<file path="src/hdl/dirty_region_flush_planner_assert.svh">
// assertion macros used by the planner control module
`ifndef DIRTY_REGION_FLUSH_PLANNER_ASSERT_SVH
`define DIRTY_REGION_FLUSH_PLANNER_ASSERT_SVH

// same-cycle implication
`define DRFP_ASSERT_IMPL(lbl, clk_s, rstn_s, ante, cons) \
    lbl: assert property (@(posedge clk_s) disable iff (!rstn_s) (ante) |-> (cons)) \
        else $error("drfp assertion failed");

// next-cycle implication
`define DRFP_ASSERT_NEXT(lbl, clk_s, rstn_s, ante, cons) \
    lbl: assert property (@(posedge clk_s) disable iff (!rstn_s) (ante) |=> (cons)) \
        else $error("drfp assertion failed");

`endif

</file>
<file path="src/hdl/drfp_pkg.sv">
package drfp_pkg;

    localparam int COORD_W  = 13;
    localparam int XY_W     = 12;
    localparam int PITCH_W  = 16;
    localparam int MARGIN_W = 12;
    localparam int BYTE_W   = 32;
    localparam int PROD_W   = PITCH_W + COORD_W;
    localparam int CFG_IDX_W  = 2;
    localparam int CFG_DATA_W = 16;

    localparam logic [1:0] FUNC_POINT = 2'd0;
    localparam logic [1:0] FUNC_RECT  = 2'd1;
    localparam logic [1:0] FUNC_FLUSH = 2'd2;

    localparam logic [CFG_IDX_W-1:0] CFG_SCREEN_WIDTH  = 2'd0;
    localparam logic [CFG_IDX_W-1:0] CFG_SCREEN_HEIGHT = 2'd1;
    localparam logic [CFG_IDX_W-1:0] CFG_LINE_PITCH    = 2'd2;
    localparam logic [CFG_IDX_W-1:0] CFG_WIDE_MARGIN   = 2'd3;

    localparam logic [COORD_W-1:0]  SCREEN_WIDTH_RST  = 13'd640;
    localparam logic [COORD_W-1:0]  SCREEN_HEIGHT_RST = 13'd480;
    localparam logic [PITCH_W-1:0]  LINE_PITCH_RST    = 16'd2560;
    localparam logic [MARGIN_W-1:0] WIDE_MARGIN_RST   = 12'd600;

    localparam logic [COORD_W-1:0] MAX_SPLIT_ROWS = 13'd36;

    typedef struct packed {
        logic grow;
        logic clamp;
        logic mul_start;
        logic base_step;
        logic len_step;
        logic load_comb;
        logic load_row;
        logic clear;
    } drfp_cmd_t;

    typedef struct packed {
        logic dirty;
        logic off_screen;
        logic use_comb;
        logic row_last;
    } drfp_sts_t;

endpackage

</file>
<file path="src/hdl/drfp_in_if.sv">
interface drfp_in_if;
    logic       valid;
    logic       ready;
    logic [1:0] func;
    logic [drfp_pkg::XY_W-1:0] pos_x;
    logic [drfp_pkg::XY_W-1:0] pos_y;
    logic [drfp_pkg::XY_W-1:0] rect_w;
    logic [drfp_pkg::XY_W-1:0] rect_h;

    modport source (output valid, func, pos_x, pos_y, rect_w, rect_h, input ready);
    modport sink   (input valid, func, pos_x, pos_y, rect_w, rect_h, output ready);
endinterface

</file>
<file path="src/hdl/drfp_out_if.sv">
interface drfp_out_if;
    logic valid;
    logic ready;
    logic [drfp_pkg::BYTE_W-1:0] byte_offset;
    logic [drfp_pkg::BYTE_W-1:0] byte_length;
    logic is_combined;
    logic last;

    modport source (output valid, byte_offset, byte_length, is_combined, last, input ready);
    modport sink   (input valid, byte_offset, byte_length, is_combined, last, output ready);
endinterface

</file>
<file path="src/hdl/drfp_datapath.sv">
module drfp_datapath (
    input  logic                              clk,
    input  logic                              rst_n,
    input  logic                              cfg_we,
    input  logic [drfp_pkg::CFG_IDX_W-1:0]    cfg_idx,
    input  logic [drfp_pkg::CFG_DATA_W-1:0]   cfg_data,
    input  logic [1:0]                        func,
    input  logic [drfp_pkg::XY_W-1:0]         pos_x,
    input  logic [drfp_pkg::XY_W-1:0]         pos_y,
    input  logic [drfp_pkg::XY_W-1:0]         rect_w,
    input  logic [drfp_pkg::XY_W-1:0]         rect_h,
    input  drfp_pkg::drfp_cmd_t               cmd,
    output drfp_pkg::drfp_sts_t               sts,
    output logic [drfp_pkg::BYTE_W-1:0]       byte_offset,
    output logic [drfp_pkg::BYTE_W-1:0]       byte_length,
    output logic                              is_combined,
    output logic                              last
);

    localparam int CW = drfp_pkg::COORD_W;
    localparam int BW = drfp_pkg::BYTE_W;

    logic [CW-1:0]                    sw_reg;
    logic [CW-1:0]                    sh_reg;
    logic [drfp_pkg::PITCH_W-1:0]     pitch_reg;
    logic [drfp_pkg::MARGIN_W-1:0]    margin_reg;

    logic          dirty_reg;
    logic [CW-1:0] min_col_reg;
    logic [CW-1:0] min_row_reg;
    logic [CW-1:0] max_col_reg;
    logic [CW-1:0] max_row_reg;
    logic [CW-1:0] row_cursor_reg;

    logic [drfp_pkg::PROD_W-1:0] prod_reg;
    logic [BW-1:0]               off_reg;
    logic [BW-1:0]               len_reg;
    logic [BW-1:0]               out_off_reg;
    logic [BW-1:0]               out_len_reg;
    logic                        out_comb_reg;
    logic                        out_last_reg;

    logic [CW-1:0] w_eff;
    logic [CW-1:0] h_eff;
    logic [CW-1:0] lx;
    logic [CW-1:0] ly;
    logic [CW-1:0] hx;
    logic [CW-1:0] hy;
    logic [CW-1:0] col_span;
    logic [CW-1:0] row_span;
    logic [CW-1:0] margin_ext;
    logic [CW:0]   col_span_p1;
    logic [CW+2:0] row_len;
    logic [CW-1:0] mul_b;
    logic [drfp_pkg::PROD_W-1:0] prod_next;
    logic          wide;

    always_comb
    begin
        w_eff      = (sw_reg == '0) ? CW'(1) : sw_reg;
        h_eff      = (sh_reg == '0) ? CW'(1) : sh_reg;
        lx         = {1'b0, pos_x};
        ly         = {1'b0, pos_y};
        hx         = lx + ((func == drfp_pkg::FUNC_RECT) ? {1'b0, rect_w} : '0);
        hy         = ly + ((func == drfp_pkg::FUNC_RECT) ? {1'b0, rect_h} : '0);
        col_span   = max_col_reg - min_col_reg;
        row_span   = max_row_reg - min_row_reg;
        margin_ext = {1'b0, margin_reg};
        col_span_p1 = {1'b0, col_span} + (CW+1)'(1);
        row_len    = {col_span_p1, 2'b00};
        wide       = (margin_ext <= w_eff) && (col_span > (w_eff - margin_ext));
        mul_b      = cmd.mul_start ? min_row_reg : row_span;
        prod_next  = drfp_pkg::PROD_W'(pitch_reg) * drfp_pkg::PROD_W'(mul_b);

        sts.dirty      = dirty_reg;
        sts.off_screen = (min_col_reg > max_col_reg) || (min_row_reg > max_row_reg);
        sts.use_comb   = wide || (row_span >= drfp_pkg::MAX_SPLIT_ROWS);
        sts.row_last   = (row_cursor_reg == max_row_reg);
    end

    // configuration registers
    always_ff @(posedge clk or negedge rst_n)
    begin
        if (!rst_n)
        begin
            sw_reg     <= drfp_pkg::SCREEN_WIDTH_RST;
            sh_reg     <= drfp_pkg::SCREEN_HEIGHT_RST;
            pitch_reg  <= drfp_pkg::LINE_PITCH_RST;
            margin_reg <= drfp_pkg::WIDE_MARGIN_RST;
        end
        else if (cfg_we)
        begin
            unique case (cfg_idx)
                drfp_pkg::CFG_SCREEN_WIDTH:  sw_reg     <= cfg_data[CW-1:0];
                drfp_pkg::CFG_SCREEN_HEIGHT: sh_reg     <= cfg_data[CW-1:0];
                drfp_pkg::CFG_LINE_PITCH:    pitch_reg  <= cfg_data;
                drfp_pkg::CFG_WIDE_MARGIN:   margin_reg <= cfg_data[drfp_pkg::MARGIN_W-1:0];
                default:                     sw_reg     <= sw_reg;
            endcase
        end
    end

    // bounding box
    always_ff @(posedge clk or negedge rst_n)
    begin
        if (!rst_n)
        begin
            dirty_reg      <= 1'b0;
            min_col_reg    <= '0;
            min_row_reg    <= '0;
            max_col_reg    <= '0;
            max_row_reg    <= '0;
            row_cursor_reg <= '0;
        end
        else
        begin
            if (cmd.clear)
            begin
                dirty_reg   <= 1'b0;
                min_col_reg <= '0;
                min_row_reg <= '0;
                max_col_reg <= '0;
                max_row_reg <= '0;
            end
            else if (cmd.grow)
            begin
                dirty_reg <= 1'b1;
                if (!dirty_reg)
                begin
                    min_col_reg <= lx;
                    min_row_reg <= ly;
                    max_col_reg <= hx;
                    max_row_reg <= hy;
                end
                else
                begin
                    if (lx < min_col_reg) min_col_reg <= lx;
                    if (ly < min_row_reg) min_row_reg <= ly;
                    if (hx > max_col_reg) max_col_reg <= hx;
                    if (hy > max_row_reg) max_row_reg <= hy;
                end
            end
            else if (cmd.clamp)
            begin
                if (max_col_reg >= w_eff) max_col_reg <= w_eff - CW'(1);
                if (max_row_reg >= h_eff) max_row_reg <= h_eff - CW'(1);
            end

            priority if (cmd.clear)
                row_cursor_reg <= '0;
            else if (cmd.base_step)
                row_cursor_reg <= min_row_reg;
            else if (cmd.load_row)
                row_cursor_reg <= row_cursor_reg + CW'(1);
        end
    end

    // address arithmetic and output register
    always_ff @(posedge clk)
    begin
        if (cmd.mul_start || cmd.base_step)
            prod_reg <= prod_next;

        if (cmd.base_step)
            off_reg <= BW'(prod_reg) + BW'({min_col_reg, 2'b00});
        else if (cmd.load_row)
            off_reg <= off_reg + BW'(pitch_reg);

        if (cmd.len_step)
            len_reg <= BW'(prod_reg) + BW'(row_len);

        if (cmd.load_comb)
        begin
            out_off_reg  <= off_reg;
            out_len_reg  <= len_reg;
            out_comb_reg <= 1'b1;
            out_last_reg <= 1'b1;
        end
        else if (cmd.load_row)
        begin
            out_off_reg  <= off_reg;
            out_len_reg  <= BW'(row_len);
            out_comb_reg <= 1'b0;
            out_last_reg <= sts.row_last;
        end
    end

    assign byte_offset = out_off_reg;
    assign byte_length = out_len_reg;
    assign is_combined = out_comb_reg;
    assign last        = out_last_reg;

endmodule

</file>
<file path="src/hdl/drfp_ctrl.sv">
module drfp_ctrl (
    input  logic                 clk,
    input  logic                 rst_n,
    input  logic                 in_valid,
    output logic                 in_ready,
    input  logic [1:0]           func,
    input  logic                 out_ready,
    output logic                 out_valid,
    input  drfp_pkg::drfp_sts_t  sts,
    output drfp_pkg::drfp_cmd_t  cmd
);

    `include "dirty_region_flush_planner_assert.svh"

    typedef enum logic [2:0] {
        S_IDLE,
        S_CLAMP,
        S_CHECK,
        S_BASE,
        S_LEN,
        S_EMIT_COMB,
        S_ROWS
    } state_t;

    state_t state_reg;
    state_t state_next;
    logic   out_valid_reg;
    logic   out_valid_next;
    logic   comb_reg;
    logic   comb_next;
    logic   in_fire;
    logic   flush_go;
    logic   slot_free;

    always_comb
    begin
        in_ready  = (state_reg == S_IDLE);
        in_fire   = in_valid && in_ready;
        flush_go  = in_fire && (func == drfp_pkg::FUNC_FLUSH) && sts.dirty;
        slot_free = !out_valid_reg || out_ready;

        cmd.grow      = in_fire && ((func == drfp_pkg::FUNC_POINT) ||
                                    (func == drfp_pkg::FUNC_RECT));
        cmd.clamp     = (state_reg == S_CLAMP);
        cmd.mul_start = (state_reg == S_CHECK) && !sts.off_screen;
        cmd.base_step = (state_reg == S_BASE);
        cmd.len_step  = (state_reg == S_LEN);
        cmd.load_comb = (state_reg == S_EMIT_COMB) && slot_free;
        cmd.load_row  = (state_reg == S_ROWS) && slot_free;
        cmd.clear     = ((state_reg == S_CHECK) && sts.off_screen) || cmd.load_comb ||
                        (cmd.load_row && sts.row_last);

        state_next = state_reg;
        comb_next  = comb_reg;
        unique case (state_reg)
            S_IDLE:
                if (flush_go)
                    state_next = S_CLAMP;
            S_CLAMP:
                state_next = S_CHECK;
            S_CHECK:
            begin
                comb_next  = sts.use_comb;
                state_next = sts.off_screen ? S_IDLE : S_BASE;
            end
            S_BASE:
                state_next = comb_reg ? S_LEN : S_ROWS;
            S_LEN:
                state_next = S_EMIT_COMB;
            S_EMIT_COMB:
                if (cmd.load_comb)
                    state_next = S_IDLE;
            S_ROWS:
                if (cmd.load_row && sts.row_last)
                    state_next = S_IDLE;
            default:
                state_next = S_IDLE;
        endcase

        priority if (cmd.load_comb || cmd.load_row)
            out_valid_next = 1'b1;
        else if (out_ready)
            out_valid_next = 1'b0;
        else
            out_valid_next = out_valid_reg;
    end

    always_ff @(posedge clk or negedge rst_n)
    begin
        if (!rst_n)
        begin
            state_reg     <= S_IDLE;
            out_valid_reg <= 1'b0;
            comb_reg      <= 1'b0;
        end
        else
        begin
            state_reg     <= state_next;
            out_valid_reg <= out_valid_next;
            comb_reg      <= comb_next;
        end
    end

    assign out_valid = out_valid_reg;

    `DRFP_ASSERT_IMPL(a_load_into_free_slot, clk, rst_n, (cmd.load_comb || cmd.load_row), (!out_valid_reg || out_ready))
    `DRFP_ASSERT_NEXT(a_flush_starts_clamp, clk, rst_n, flush_go, (state_reg == S_CLAMP))
    `DRFP_ASSERT_NEXT(a_last_row_ends_flush, clk, rst_n, (cmd.load_row && sts.row_last), (state_reg == S_IDLE))
    `DRFP_ASSERT_IMPL(a_single_command, clk, rst_n, 1'b1, $onehot0({cmd.grow, cmd.clamp, cmd.mul_start, cmd.base_step, cmd.len_step, cmd.load_comb, cmd.load_row}))

endmodule

</file>
<file path="src/hdl/dirty_region_flush_planner.sv">
// dirty rectangle flush planner
// in_ch carries marks and flushes (func: mark point, mark rectangle, flush);
// out_ch carries the planned copy ranges (byte_offset, byte_length,
// is_combined, last). a transfer happens when valid and ready are both high.
// the cfg port writes screen_width, screen_height, line_pitch and wide_margin
// by index; write only while no flush is being planned.
// a mark grows the box on acceptance and in_ch.ready stays high in idle, so
// marks can follow back to back. a flush holds in_ch.ready low until its last
// range is loaded into the output register: clamp, check and base, then a
// length step and the combined range, or one row range per cycle while the
// output register is free, set by the single output register and the row
// counter that steps the start address by the line pitch. a flush of an empty
// box produces nothing. when out_ch.ready is low the output register holds
// its range and planning waits; in_ch takes marks again once the last range
// is loaded, even while it waits. reset empties the box, drops any pending
// range and restores the register defaults 640, 480, 2560 and 600.
module dirty_region_flush_planner (
    input  logic                              clk,
    input  logic                              rst_n,
    drfp_in_if.sink                           in_ch,
    drfp_out_if.source                        out_ch,
    input  logic                              cfg_we,
    input  logic [drfp_pkg::CFG_IDX_W-1:0]    cfg_idx,
    input  logic [drfp_pkg::CFG_DATA_W-1:0]   cfg_data
);

    drfp_pkg::drfp_cmd_t cmd;
    drfp_pkg::drfp_sts_t sts;

    drfp_ctrl u_ctrl (
        .clk       (clk),
        .rst_n     (rst_n),
        .in_valid  (in_ch.valid),
        .in_ready  (in_ch.ready),
        .func      (in_ch.func),
        .out_ready (out_ch.ready),
        .out_valid (out_ch.valid),
        .sts       (sts),
        .cmd       (cmd)
    );

    drfp_datapath u_datapath (
        .clk         (clk),
        .rst_n       (rst_n),
        .cfg_we      (cfg_we),
        .cfg_idx     (cfg_idx),
        .cfg_data    (cfg_data),
        .func        (in_ch.func),
        .pos_x       (in_ch.pos_x),
        .pos_y       (in_ch.pos_y),
        .rect_w      (in_ch.rect_w),
        .rect_h      (in_ch.rect_h),
        .cmd         (cmd),
        .sts         (sts),
        .byte_offset (out_ch.byte_offset),
        .byte_length (out_ch.byte_length),
        .is_combined (out_ch.is_combined),
        .last        (out_ch.last)
    );

endmodule
</file>
<file path="src/flat_wrapper.sv">
// flat-port wrapper written by rule: the top's interface ports become plain ports
module dirty_region_flush_planner_flat 
  (clk, rst_n, cfg_we, cfg_idx, cfg_data, in_ch_valid, in_ch_func, in_ch_pos_x, in_ch_pos_y, in_ch_rect_w, in_ch_rect_h, in_ch_ready, out_ch_valid, out_ch_byte_offset, out_ch_byte_length, out_ch_is_combined, out_ch_last, out_ch_ready);
  drfp_in_if in_ch_i ();
  drfp_out_if out_ch_i ();
  input  logic clk;
  input  logic rst_n;
  input  logic cfg_we;
  input  logic [drfp_pkg::CFG_IDX_W-1:0] cfg_idx;
  input  logic [drfp_pkg::CFG_DATA_W-1:0] cfg_data;
  input wire logic [$bits(in_ch_i.valid)-1:0] in_ch_valid;
  input wire logic [$bits(in_ch_i.func)-1:0] in_ch_func;
  input wire logic [$bits(in_ch_i.pos_x)-1:0] in_ch_pos_x;
  input wire logic [$bits(in_ch_i.pos_y)-1:0] in_ch_pos_y;
  input wire logic [$bits(in_ch_i.rect_w)-1:0] in_ch_rect_w;
  input wire logic [$bits(in_ch_i.rect_h)-1:0] in_ch_rect_h;
  output wire logic [$bits(in_ch_i.ready)-1:0] in_ch_ready;
  output wire logic [$bits(out_ch_i.valid)-1:0] out_ch_valid;
  output wire logic [$bits(out_ch_i.byte_offset)-1:0] out_ch_byte_offset;
  output wire logic [$bits(out_ch_i.byte_length)-1:0] out_ch_byte_length;
  output wire logic [$bits(out_ch_i.is_combined)-1:0] out_ch_is_combined;
  output wire logic [$bits(out_ch_i.last)-1:0] out_ch_last;
  input wire logic [$bits(out_ch_i.ready)-1:0] out_ch_ready;
  assign in_ch_i.valid = in_ch_valid;
  assign in_ch_i.func = in_ch_func;
  assign in_ch_i.pos_x = in_ch_pos_x;
  assign in_ch_i.pos_y = in_ch_pos_y;
  assign in_ch_i.rect_w = in_ch_rect_w;
  assign in_ch_i.rect_h = in_ch_rect_h;
  assign in_ch_ready = in_ch_i.ready;
  assign out_ch_valid = out_ch_i.valid;
  assign out_ch_byte_offset = out_ch_i.byte_offset;
  assign out_ch_byte_length = out_ch_i.byte_length;
  assign out_ch_is_combined = out_ch_i.is_combined;
  assign out_ch_last = out_ch_i.last;
  assign out_ch_i.ready = out_ch_ready;
  dirty_region_flush_planner u_core (.clk(clk), .rst_n(rst_n), .in_ch(in_ch_i), .out_ch(out_ch_i), .cfg_we(cfg_we), .cfg_idx(cfg_idx), .cfg_data(cfg_data));
endmodule
</file>
<file path="config.mk">
export PLATFORM = sky130hd
export DESIGN_NAME = dirty_region_flush_planner_flat
export DESIGN_NICKNAME = d
export VERILOG_FILES = /design/src/hdl/drfp_pkg.sv /design/src/hdl/drfp_in_if.sv /design/src/hdl/drfp_out_if.sv /design/src/hdl/drfp_datapath.sv /design/src/hdl/drfp_ctrl.sv /design/src/hdl/dirty_region_flush_planner.sv /design/src/flat_wrapper.sv
export VERILOG_INCLUDE_DIRS = /design/src /design/src/hdl
export SDC_FILE = /design/constraint.sdc
export NUM_CORES = 1
export LEC_CHECK = 0
export ABC_AREA = 1
export BUFFER_PORTS_ARGS = -buffer_cell sky130_fd_sc_hd__buf_2
export CORE_MARGIN = 5
export CORE_UTILIZATION = 50
export DETAILED_ROUTE_END_ITERATION = 16
export PLACE_DENSITY = 0.78
export SLEW_MARGIN = 10
export SYNTH_ARGS = -nofsm -noshare
export SYNTH_HDL_FRONTEND = slang
export SYNTH_SLANG_ARGS = --single-unit
</file>
<file path="constraint.sdc">
create_clock -name clk -period 6.35 [get_ports clk]
set_input_delay 1.27 -clock clk [delete_from_list [all_inputs] [get_ports clk]]
set_output_delay 1.27 -clock clk [all_outputs]
set_load 0.02 [all_outputs]
</file>
Word level (Yosys, flattened, before mapping)
Index checks and enable logic that the tools add are counted.
{"block": "op_classes", "n_addsub": 12, "n_mul": 1, "magnitude_cmp": 11, "n_eq_ne": 19, "muxes": 44, "n_reduce_logical": 42}
{"operator": "13-bit two-way mux", "count": 26}
{"operator": "32-bit two-way mux", "count": 6}
{"operator": "13-bit > comparator", "count": 5}
{"operator": "32-bit by 16-bit adder with 32-bit output", "count": 1}
{"operator": "29-bit by 15-bit adder with 30-bit output", "count": 1}
{"operator": "29-bit by 16-bit adder with 30-bit output", "count": 1}
{"operator": "16-bit by 13-bit multiplier with 29-bit output", "count": 1}
{"operator": "12-bit by 12-bit adder with 13-bit output", "count": 2}
{"operator": "13-bit greater-or-equal comparator", "count": 2}
{"operator": "13-bit zero test", "count": 2}
{"operator": "12-bit by 13-bit less-than comparator with 1-bit output", "count": 2}
{"operator": "13-bit by 1-bit subtractor with 13-bit output (second input constant)", "count": 2}
{"operator": "13-bit subtractor", "count": 2}
{"operator": "12-bit two-way mux", "count": 2}
{"operator": "3-bit case mux with 7 select lines", "count": 1}
{"operator": "13-bit by 1-bit adder with 14-bit output (second input constant)", "count": 1}
{"operator": "13-bit by 1-bit adder with 13-bit output (second input constant)", "count": 1}
{"operator": "13-bit == test", "count": 1}
{"operator": "13-bit by 6-bit greater-or-equal comparator with 1-bit output (second input constant)", "count": 1}
{"operator": "12-bit by 13-bit less-or-equal comparator with 1-bit output", "count": 1}
{"operator": "13-bit by 12-bit subtractor with 13-bit output", "count": 1}
{"operator": "2-bit AND reduction", "count": 6}
{"operator": "3-bit nonzero test", "count": 4}
{"operator": "1-bit logical AND", "count": 10}
{"operator": "17 further kinds", "count": 47}
{"block": "word_totals", "register_bits": 284, "inputBits": 73, "output_inout_bits": 68, "elab_cells": 149}

Longest topological paths before layout
Gate-level depths: netlist (run 1).
{"block": "depth", "word_depth": 8, "ltp_mapped": 39, "depth_no_buf": 37}

Modules after synthesis
A second synthesis (run 1) with hierarchy kept.
{"block": "unflattened", "cells_unflattened": 3525, "hier_area_um2": 26940.8}
{"module": "drfp_datapath", "n_inst": 1, "cells_per_inst": 3462, "area_each_um2": 26578.0, "seq_area_each_um2": 7602.3}
{"module": "drfp_ctrl", "n_inst": 1, "cells_per_inst": 63, "area_each_um2": 362.8, "seq_area_each_um2": 125.1}

Worst setup path before layout (run 1)
Ideal clock, no wire load.
{"block": "synth_path", "path_type": "register -> register", "startpoint": "reg u_core.u_datapath.min_row_reg[2]", "endpoint": "reg u_core.u_datapath.prod_reg[21] (netlist bit) (data pin)", "setup_ns": 0.259, "arrival_ns": 6.228, "required_ns": 6.091, "path_slack_ns": -0.137, "path_stages_with_launch": 33, "synth_period_minus_slack_ns": 6.487, "cell_sequence": "dfrtp_1 inv_1 ha_1 nand3_1 nand2_1 nand2_1 nand2_1 nand2_1 nand2_2 nand2_4 nor2_8 inv_4 buf_8 o21ai_4 buf_4 nor2_1 fa_1 inv_1 fa_1 inv_1 fa_1 inv_1 fa_1 fa_1 inv_1 ha_1 a21oi_1 a21boi_0 o21ai_0 a21boi_0 nor2_1 nor2_1 xnor2_1"}
{"block": "synth_via", "elab_chain_cells": 6, "elab_cells_between_ends": 7, "classes_between": "add/sub (1); mul (1); order compare (1); mux (1); reduce/logical (3)"}
{"element": "from (decl)", "line": "drfp_datapath.sv:30", "text": "logic [CW-1:0] min_row_reg;"}
{"element": "from (signal assigned)", "line": "drfp_datapath.sv:131", "text": "min_row_reg <= ly;"}
{"element": "from (signal assigned)", "line": "drfp_datapath.sv:138", "text": "if (ly < min_row_reg) min_row_reg <= ly;"}
{"element": "13-bit > comparator", "line": "drfp_datapath.sv:76", "text": "sts.off_screen = (min_col_reg > max_col_reg) || (min_row_reg > max_row_reg);"}
{"element": "1-bit logical OR", "line": "drfp_datapath.sv:76"}
{"element": "1-bit zero test", "line": "drfp_ctrl.sv:45", "text": "cmd.mul_start = (state_reg == S_CHECK) && !sts.off_screen;"}
{"element": "1-bit logical AND", "line": "drfp_ctrl.sv:45"}
{"element": "13-bit two-way mux (*)", "line": "drfp_datapath.sv:72", "text": "mul_b = cmd.mul_start ? min_row_reg : row_span;"}
{"element": "16-bit by 13-bit multiplier with 29-bit output (*)", "line": "drfp_datapath.sv:73", "text": "prod_next = drfp_pkg::PROD_W'(pitch_reg) * drfp_pkg::PROD_W'(mul_b);"}
{"element": "via u_core.u_datapath.prod_next (one bit)", "line": "drfp_datapath.sv:55", "text": "logic [drfp_pkg::PROD_W-1:0] prod_next;"}
{"element": "to (signal assigned)", "line": "drfp_datapath.sv:162", "text": "prod_reg <= prod_next;"}
{"element": "to (decl)", "line": "drfp_datapath.sv:35", "text": "logic [drfp_pkg::PROD_W-1:0] prod_reg;"}
The timed path passes the listed nets; every way through them passes the cells marked *.
A chain may end at the register's enable or synchronous reset.

Worst setup path after layout (run 1)
{"block": "layout_path", "startpoint": "reg u_core.u_datapath.min_row_reg[11]", "endpoint": "reg u_core.u_datapath.prod_reg[24] (netlist bit) (data pin)"}
The elaborated chain is that of the path after synthesis.

==> results of run 1 <==
-- worst register-to-register path, delay by kind of cell (launching register included) --
kind | cells | cell delay [ns]
adders and majority gates | 7 | 3.20
and+or+nand+nor | 14 | 1.37
buffers and inverters | 12 | 1.04
DFF | 1 | 0.35
AOI/OAI and AO/OA | 1 | 0.19
xor gates and xnor gates | 1 | 0.19
-- cells by family after synthesis --
kind of cell | Yosys count
and+or+nand+nor | 1613
buffers and inverters | 747
AOI/OAI and AO/OA | 477
adders and majority gates | 429
DFF | 278
xor gates and xnor gates | 110
other | 1
-- through the flow --
step / instance area (sq um) / setup slack [ns] / cells
final: 33500 / -0.167 / 4818
after global routing: 33500 / -0.420 / 4818
after CTS: 32600 / -0.0190 / 4784
after detailed placement: 30700 / -0.342 / 4691
after global placement: 30700 / -0.143 / 4691
after floorplan: 27700 / 0.0319 / 3656
-- timing repair --
item	4_1_cts	5_1_grt
pin swaps	51	136
setup buffers	28	33
gates resized for setup	94	176
endpoints found under the setup margin	17	19
cloned	3	1
-- layer usage --
metal	up-vias	share of wire, %
met5	-	0
met4	0	7.0
met3	371	8.5
met2	1346	45
met1	12400	39
li1	12500	-
-- final cells by class --
class / instances / share of cell area (%)
clock buffer: 42 / 2.72
clock inverter: 20 / 0.821
inverter: 658 / 7.45
multi-input combinational: 2632 / 53.6
sequential: 278 / 23.1
tap: 748 / 2.79
timing repair buffer: 438 / 9.44
timing repair inverter: 2 / 0.0672
-- placed cells by master (no fill, tap or decap), types with 6 or more instances in the layout --
cell | Yosys | layout
nand4_1 | 54 | 54
nand2_1 | 842 | 803
ha_1 | 267 | 234
o21ai_1 | 9 | 13
nor2_4 | 0 | 6
a21oi_2 | 0 | 17
buf_4 | 9 | 266
o21ai_4 | 6 | 12
edfxtp_1 | 153 | 153
nor4_1 | 7 | 7
a31oi_1 | 12 | 10
clkbuf_16 | 0 | 35
a21o_1 | 9 | 9
nand3b_1 | 6 | 6
buf_6 | 5 | 25
buf_12 | 0 | 8
o22ai_1 | 9 | 9
or2_2 | 10 | 9
nand2_2 | 37 | 65
o21bai_1 | 13 | 12
inv_1 | 644 | 602
dfrtp_1 | 111 | 111
inv_2 | 9 | 49
nand2_4 | 3 | 14
fa_2 | 0 | 9
ha_4 | 0 | 31
xnor2_1 | 30 | 30
nor2_1 | 360 | 346
dfstp_2 | 12 | 12
nand3_1 | 234 | 224
xor2_1 | 80 | 79
nand3_2 | 3 | 9
nor2_2 | 2 | 10
fa_1 | 162 | 153
nor3_1 | 41 | 36
buf_2 | 17 | 137
o21ai_0 | 206 | 197
a21oi_1 | 184 | 163
-- synthesized netlist by cell type, types with 12 or more instances --
| master | count |
|---|---|
| fa_1 | 162 |
| nand2_2 | 37 |
| a21oi_1 | 184 |
| nor2_1 | 360 |
| nand4_1 | 54 |
| nand3_1 | 234 |
| nor3_1 | 41 |
| dfrtp_1 | 111 |
| xor2_1 | 80 |
| inv_1 | 644 |
| clkbuf_1 | 46 |
| edfxtp_1 | 153 |
| dfstp_2 | 12 |
| o21ai_0 | 206 |
| buf_2 | 17 |
| xnor2_1 | 30 |
| o21bai_1 | 13 |
| ha_1 | 267 |
| a31oi_1 | 12 |
| nand2_1 | 842 |
-- path summary, 6_finish.rpt --
check	start	endpoint	slack, ns	depth (start not counted)
min	u_core.u_datapath.is_combined$_SDFFE_PP1P_	u_core.u_datapath.is_combined$_SDFFE_PP1P_	0.45	2
max	u_core.u_datapath.min_row_reg[11]$_DFFE_PN0P_	u_core.u_datapath.prod_reg[24]$_DFFE_PP_	-0.17	35
max reg2reg	u_core.u_datapath.min_row_reg[11]$_DFFE_PN0P_	u_core.u_datapath.prod_reg[24]$_DFFE_PP_	-0.17	35
min in group asynchronous	rst_n	u_core.u_datapath.row_cursor_reg[5]$_DFFE_PN0P_	0.86	1
min reg2reg	u_core.u_datapath.is_combined$_SDFFE_PP1P_	u_core.u_datapath.is_combined$_SDFFE_PP1P_	0.45	2
max in group asynchronous	rst_n	u_core.u_datapath.pitch_reg[10]$_DFFE_PN0P_	4.12	2
==> summary.md, run 1 <==
| Metric | Value |
|---|---|
| Status | `complete, but fails checks` |
| Failing checks | `negative setup slack` |
| Compound-Gate Fraction of Synth Area | `9.48%` |
| Post-synth ARST share | `~44%` |
| CTS buffer count | `34` |
| Multi-input logic area | `between 0.015 and 0.02 sq mm` |
| WL final | `86.6 mm` |
| Top cell type's share of synthesized area | `16.6%` |
| DP HPWL | `66.3 mm` |
| Simple-gate area share of the yosys netlist | `24.6%` |
| Root Driver | `clkbuf_16` |
| DR pass1 iterations | `6` |
| Post-DRT Antenna Nets | `0` |
| DRC viols | `0` |
| Seq/Total Area, Yosys | `27.9%` |
| Storage element area | `0.00773 sq mm` |
| Site row count | `86` |
| Die width | `about 250 um` |
| CTS sink count | `278` |
| Min setup slack post-route | `-0.167 ns` |
| Hold Vio Cnt, Final | `0` |
| WS Path Type | `register to register` |
| Largest net degree at the start of global routing | `69` |
| Max clock buf depth | `3` |
| Die ar. | `0.0602 sq mm` |
| Reg clk slew, reported paths | `0.06 ns` |
| CP Max Fanout | `10` |
| Port Buffers | `about 140` |
| Grt peak-use layer | `met2` |
| #FFs+latches synth | `278` |
| Met3 Track Usage GR | `3.89%` |
| First-pass GRT wire length | `131 mm` |
| Setup TNS | `-1.24 ns` |
| DR vias/cell | `5.52` |
| Fillers | `4607` |
| Fmax | `153 MHz` |
| Final setup violation count | `15` |
| 1st-iter DRT viols | `2535` |
| GRT Overall Usage | `27.3%` |
| CP Launch Type | `register` |
| Post-synth EDFFs | `153` |
| Worst Hold Slack | `0.451 ns` |
| Routed WL per cell | `18.0 um` |
| RSZ-0062 raised after global routing | `true` |
| Worst hold path type | `register to register` |
| Vias in the first global route | `between 20000 and 30000` |
| Gate Count Post-Synth | `3655` |
| Ant. Diodes | `0` |
| Post-synthesis mux area share | `0%` |
| Area contributors post-synth | `edfxtp_1 (17%), ha_1 (12%), fa_1 (12%)` |
| Mapped cell area | `approximately 0.028 sq mm` |
| TritonCTS clock tree | `done` |
| Slew Limit Headroom | `35.8%` |
| Die Y | `245 um` |
| Total gr overflow | `0` |
| Global Route met2 Usage | `44.6%` |
| Fin crit share | `103%` |
| Yosys synthesis warning count | `0` |
| Final #Nets | `4546` |
| Worst path arrival time | `6.88 ns` |
| Initial antenna violation count | `0` |
| Final core utilization | `between 60% and 70%` |
| H-tree Lvls | `2` |
| Initial core utilization | `between 50% and 60%` |
| Min Tclk post-route | `6.52 ns` |
| CP endpoint kind | `register` |
| GP Congestion | `about 0.97` |
| Clk_skew | `0.0324 ns` |
| Max-slew violations | `0` |
| Post-synthesis adder-cell area fraction | `23.8%` |
| Crit-path max cell delay | `0.57 ns` |
| Core box area | `around 0.055 sq mm` |
| Main combinational cell family by area after synthesis | `simple AND/OR/NAND/NOR gates` |
| Worst-skew pair later-pin latency | `0.55 ns` |
| Yosys top cell by area | `edfxtp_1` |
| Cell variety after synth | `58` |
| Post-Syn Area per Cell | `roughly 7.6 sq um` |
| Least-Margin Pin Slew | `0.963 ns` |
| Slowest stage cell, crit path | `fa_1` |
| Ys flop type | `edfxtp_1` |
| Delay-heaviest family, CP | `adder cells` |
| Max-cap viol count | `0` |
| Detailed-route via count | `26600` |
| I/O pins | `141` |
| Area grow syn2layout | `21.1%` |
| Met1 Usage GRT | `a little over a third` |
| CP Data Required Time | `6.71 ns` |
| Share of cells above drive strength 1 | `19.1%` |
| Synth Area in XOR/XNOR | `3.48%` |
| Number of buffers and inverters on the critical path | `12` |
| Hold buffer count at cts | `0` |
Power of run 1 is not shown: default switching activity piles up to over one toggle a cycle in this logic, so the estimate is an artifact.
==> run 2: changes to the inputs <==
==> constraint.sdc (replaced) <==
create_clock -name clk -period 6.35 [get_ports clk]
set_input_delay 0.9525 -clock clk [delete_from_list [all_inputs] [get_ports clk]]
set_output_delay 0.9525 -clock clk [all_outputs]
set_load 0.02 [all_outputs]
==> summary.md, run 2 (synthesis results as in run 1) <==
| Metric | Value |
|---|---|
| Die width | `245 um (unchanged)` |
| Cell Area, Placed | `0.0307 sq mm (about the same)` |
| CP Launch Type | `register` |
| DP HPWL | `66.0 mm (-0.46%)` |
| DR vias/cell | `5.44 (-1.5%)` |
| Detailed-route via count | `26100 (-2.0%)` |
| CP endpoint kind | `register` |
| Die Y | `245 um (unchanged)` |
| Worst path arrival time | `6.86 ns (-0.02 ns)` |
| Failing checks | `negative setup slack` |
| Max-slew violations | `0 (unchanged)` |
| Die ar. | `0.0602 sq mm (unchanged)` |
| RSZ-0062 raised after global routing | `true` |
| Share of cells above drive strength 1 | `17.7% (-1.4 points)` |
| 1st-iter DRT viols | `2250 (-11%)` |
| R2R cell count | `35 (unchanged)` |
| Ant. Diodes | `0 (unchanged)` |
| Max clock buf depth | `3 (unchanged)` |
| Area grow syn2layout | `19.5%` |
| WL met1 | `33.7 mm (-0.74%)` |
| Fin crit share | `104% (+1.2 points)` |
| Final #Nets | `4524 (-0.48%)` |
| Slew Limit Headroom | `36.2% (+0.40 points)` |
| Post-DRT Antenna Nets | `0 (unchanged)` |
| Max-cap viol count | `0 (unchanged)` |
| Total gr overflow | `0 (unchanged)` |
| Worst Hold Slack | `0.463 ns (+0.0115 ns)` |
| Worst reg-to-reg setup slack | `-0.25 ns (-0.08 ns)` |
| Worst hold path cell count | `0 (-2)` |
| H-tree Lvls | `2 (unchanged)` |
| DR WL met2 | `39.6 mm (+0.82%)` |
| GRT Overall Usage | `27.2% (-0.062 points)` |
| CP Data Required Time | `6.61 ns (-0.10 ns)` |
| Final setup violation count | `16 (+1)` |
| Worst hold path type | `register to register` |
| Fmax | `152 MHz (-1.2%)` |
| Port Buffers | `138 (unchanged)` |
| WL met3 | `6.82 mm (-7.6%)` |
| I/O pins | `141 (unchanged)` |
| CP Max Fanout | `6 (-4)` |
| Most frequent cells in the layout | `nand2_1 (812), inv_1 (616), nor2_1 (346), buf_4 (254), ha_1 (241)` |
| HP Start | `u_core.u_datapath.prod_reg[1]$_DFFE_PP_` |
| Hold Vio Cnt, Final | `0 (unchanged)` |
| Clk_skew | `0.0292 ns (-0.00321 ns)` |
| First-pass GRT wire length | `131 mm (about the same)` |
| Root Driver | `clkbuf_16` |
| Initial core utilization | `50.3% (unchanged)` |
| WS Path Type | `register to register` |
| Core box area | `0.0550 sq mm (unchanged)` |
| Reg2reg start | `u_core.u_datapath.min_col_reg[1]$_DFFE_PN0P_` |
| Hold EP | `u_core.u_datapath.len_reg[1]$_DFFE_PP_` |
| Pre-CTS setup slack | `-0.299 ns (+0.0438 ns)` |
| DR pass1 iterations | `7 (+1)` |
| Largest net degree at the start of global routing | `64 (-7.2%)` |
| Worst-skew pair later-pin latency | `0.55 ns (about the same)` |
| Hold buffer count at cts | `0 (unchanged)` |
| Setup TNS | `-1.90 ns (-0.657 ns)` |
| TritonCTS clock tree | `done` |
| Min setup slack post-route | `-0.245 ns (-0.0789 ns)` |
| Least-Margin Pin Slew | `0.954 ns (-0.00831 ns)` |
| GP Congestion | `0.977 (+0.19%)` |
| Initial antenna violation count | `1 (+1)` |
| Slowest stage cell, crit path | `fa_2` |
| CTS buffer count | `34 (unchanged)` |
| Status | `complete, but fails checks` |
| Reg clk slew, reported paths | `0.07 ns (about the same)` |
| Site row count | `86 (unchanged)` |
| Highest metal used | `met5` |
| Vias in the first global route | `25100 (-1.1%)` |
| Reg2reg end | `u_core.u_datapath.prod_reg[24]$_DFFE_PP_` |
| Most used cell, CP | `nand2_4` |
| Crit-path max cell delay | `0.58 ns (about the same)` |
| DRC viols | `0 (unchanged)` |
| Routed WL per cell | `17.6 um (-2.3%)` |
| Post-layout instance area | `0.0331 sq mm (-1.3%)` |
| WL final | `84.2 mm (-2.8%)` |
| Commonest non-fill, non-tap cell in the layout | `nand2_1` |
| Min Tclk post-route | `6.60 ns (+0.0789 ns)` |
| CTS sink count | `278 (unchanged)` |
## run 2: cell count changes in the layout (fill, tap and decap cells not counted), moves of 6 or more
cell,before,now
ha_1,234,241
inv_2,49,37
ha_4,31,25
nand2_2,65,59
a21oi_2,17,11
inv_1,602,616
buf_6,25,17
nand2_1,803,812
buf_4,266,254
## run 2: stage by stage
step / instances / util, %
after floorplan: 3656 / -
after global placement: 4693 / 55.8
after detailed placement: 4693 / 55.8
after CTS: 4769 / 59.0
after global routing: 4791 / 60.2
final: 4791 / 60.2
## run 2: timing repair
| item | CTS | global route |
|---|---|---|
| setup buffers | 16 | 22 |
| cloned | 3 | 0 |
| pin swaps | 44 | 68 |
| resized for setup | 83 | 133 |
| endpoints found under the setup margin | 16 | 20 |
## run 2: how the worst max path moves through the flow
stage	startpoint	cells past startpoint	endpoint	slack, ns
floorplan	u_core.u_datapath.min_row_reg[11]$_DFFE_PN0P_	30	u_core.u_datapath.prod_reg[19]$_DFFE_PP_	0.03
global route	u_core.u_datapath.min_col_reg[1]$_DFFE_PN0P_	35	u_core.u_datapath.prod_reg[24]$_DFFE_PP_	-0.49
finish	u_core.u_datapath.min_col_reg[1]$_DFFE_PN0P_	35	u_core.u_datapath.prod_reg[24]$_DFFE_PP_	-0.25
global placement	u_core.u_datapath.max_row_reg[0]$_DFFE_PN0P_	30	u_core.u_datapath.prod_reg[21]$_DFFE_PP_	-0.15
detailed placement	u_core.u_datapath.min_col_reg[2]$_DFFE_PN0P_	31	u_core.u_datapath.prod_reg[26]$_DFFE_PP_	-0.30
CTS	u_core.u_datapath.max_col_reg[2]$_DFFE_PN0P_	36	u_core.u_datapath.prod_reg[24]$_DFFE_PP_	0.003
## run 2: area by class of cell
cell class,instances,area (sq um)
Timing Repair Buffer,416,2940
Multi-Input combinational cell,2632,17900
Inverter,658,2490
Fill cell,4667,21900
Clock inverter,20,219
Tap cell,748,936
Clock buffer,37,883
Sequential cell,278,7730
Timing Repair inverter,2,27.5
## run 2: critical path: cells and delay by family (launching register included)
kind,cells,cell delay [ns]
compound gates,3,0.45
xor+xnor,1,0.15
fa+ha+maj,7,3.09
buf+inv,10,0.90
flops,1,0.35
simple gates,14,1.39
## run 2: metal layers
metal	up-vias	GRT usage [%]
met4	2	11.4
li1	12400	-
met3	259	4.50
met2	1144	45.6
met5	-	0
met1	12200	35.2
Power of run 2 is left out for the same reason.
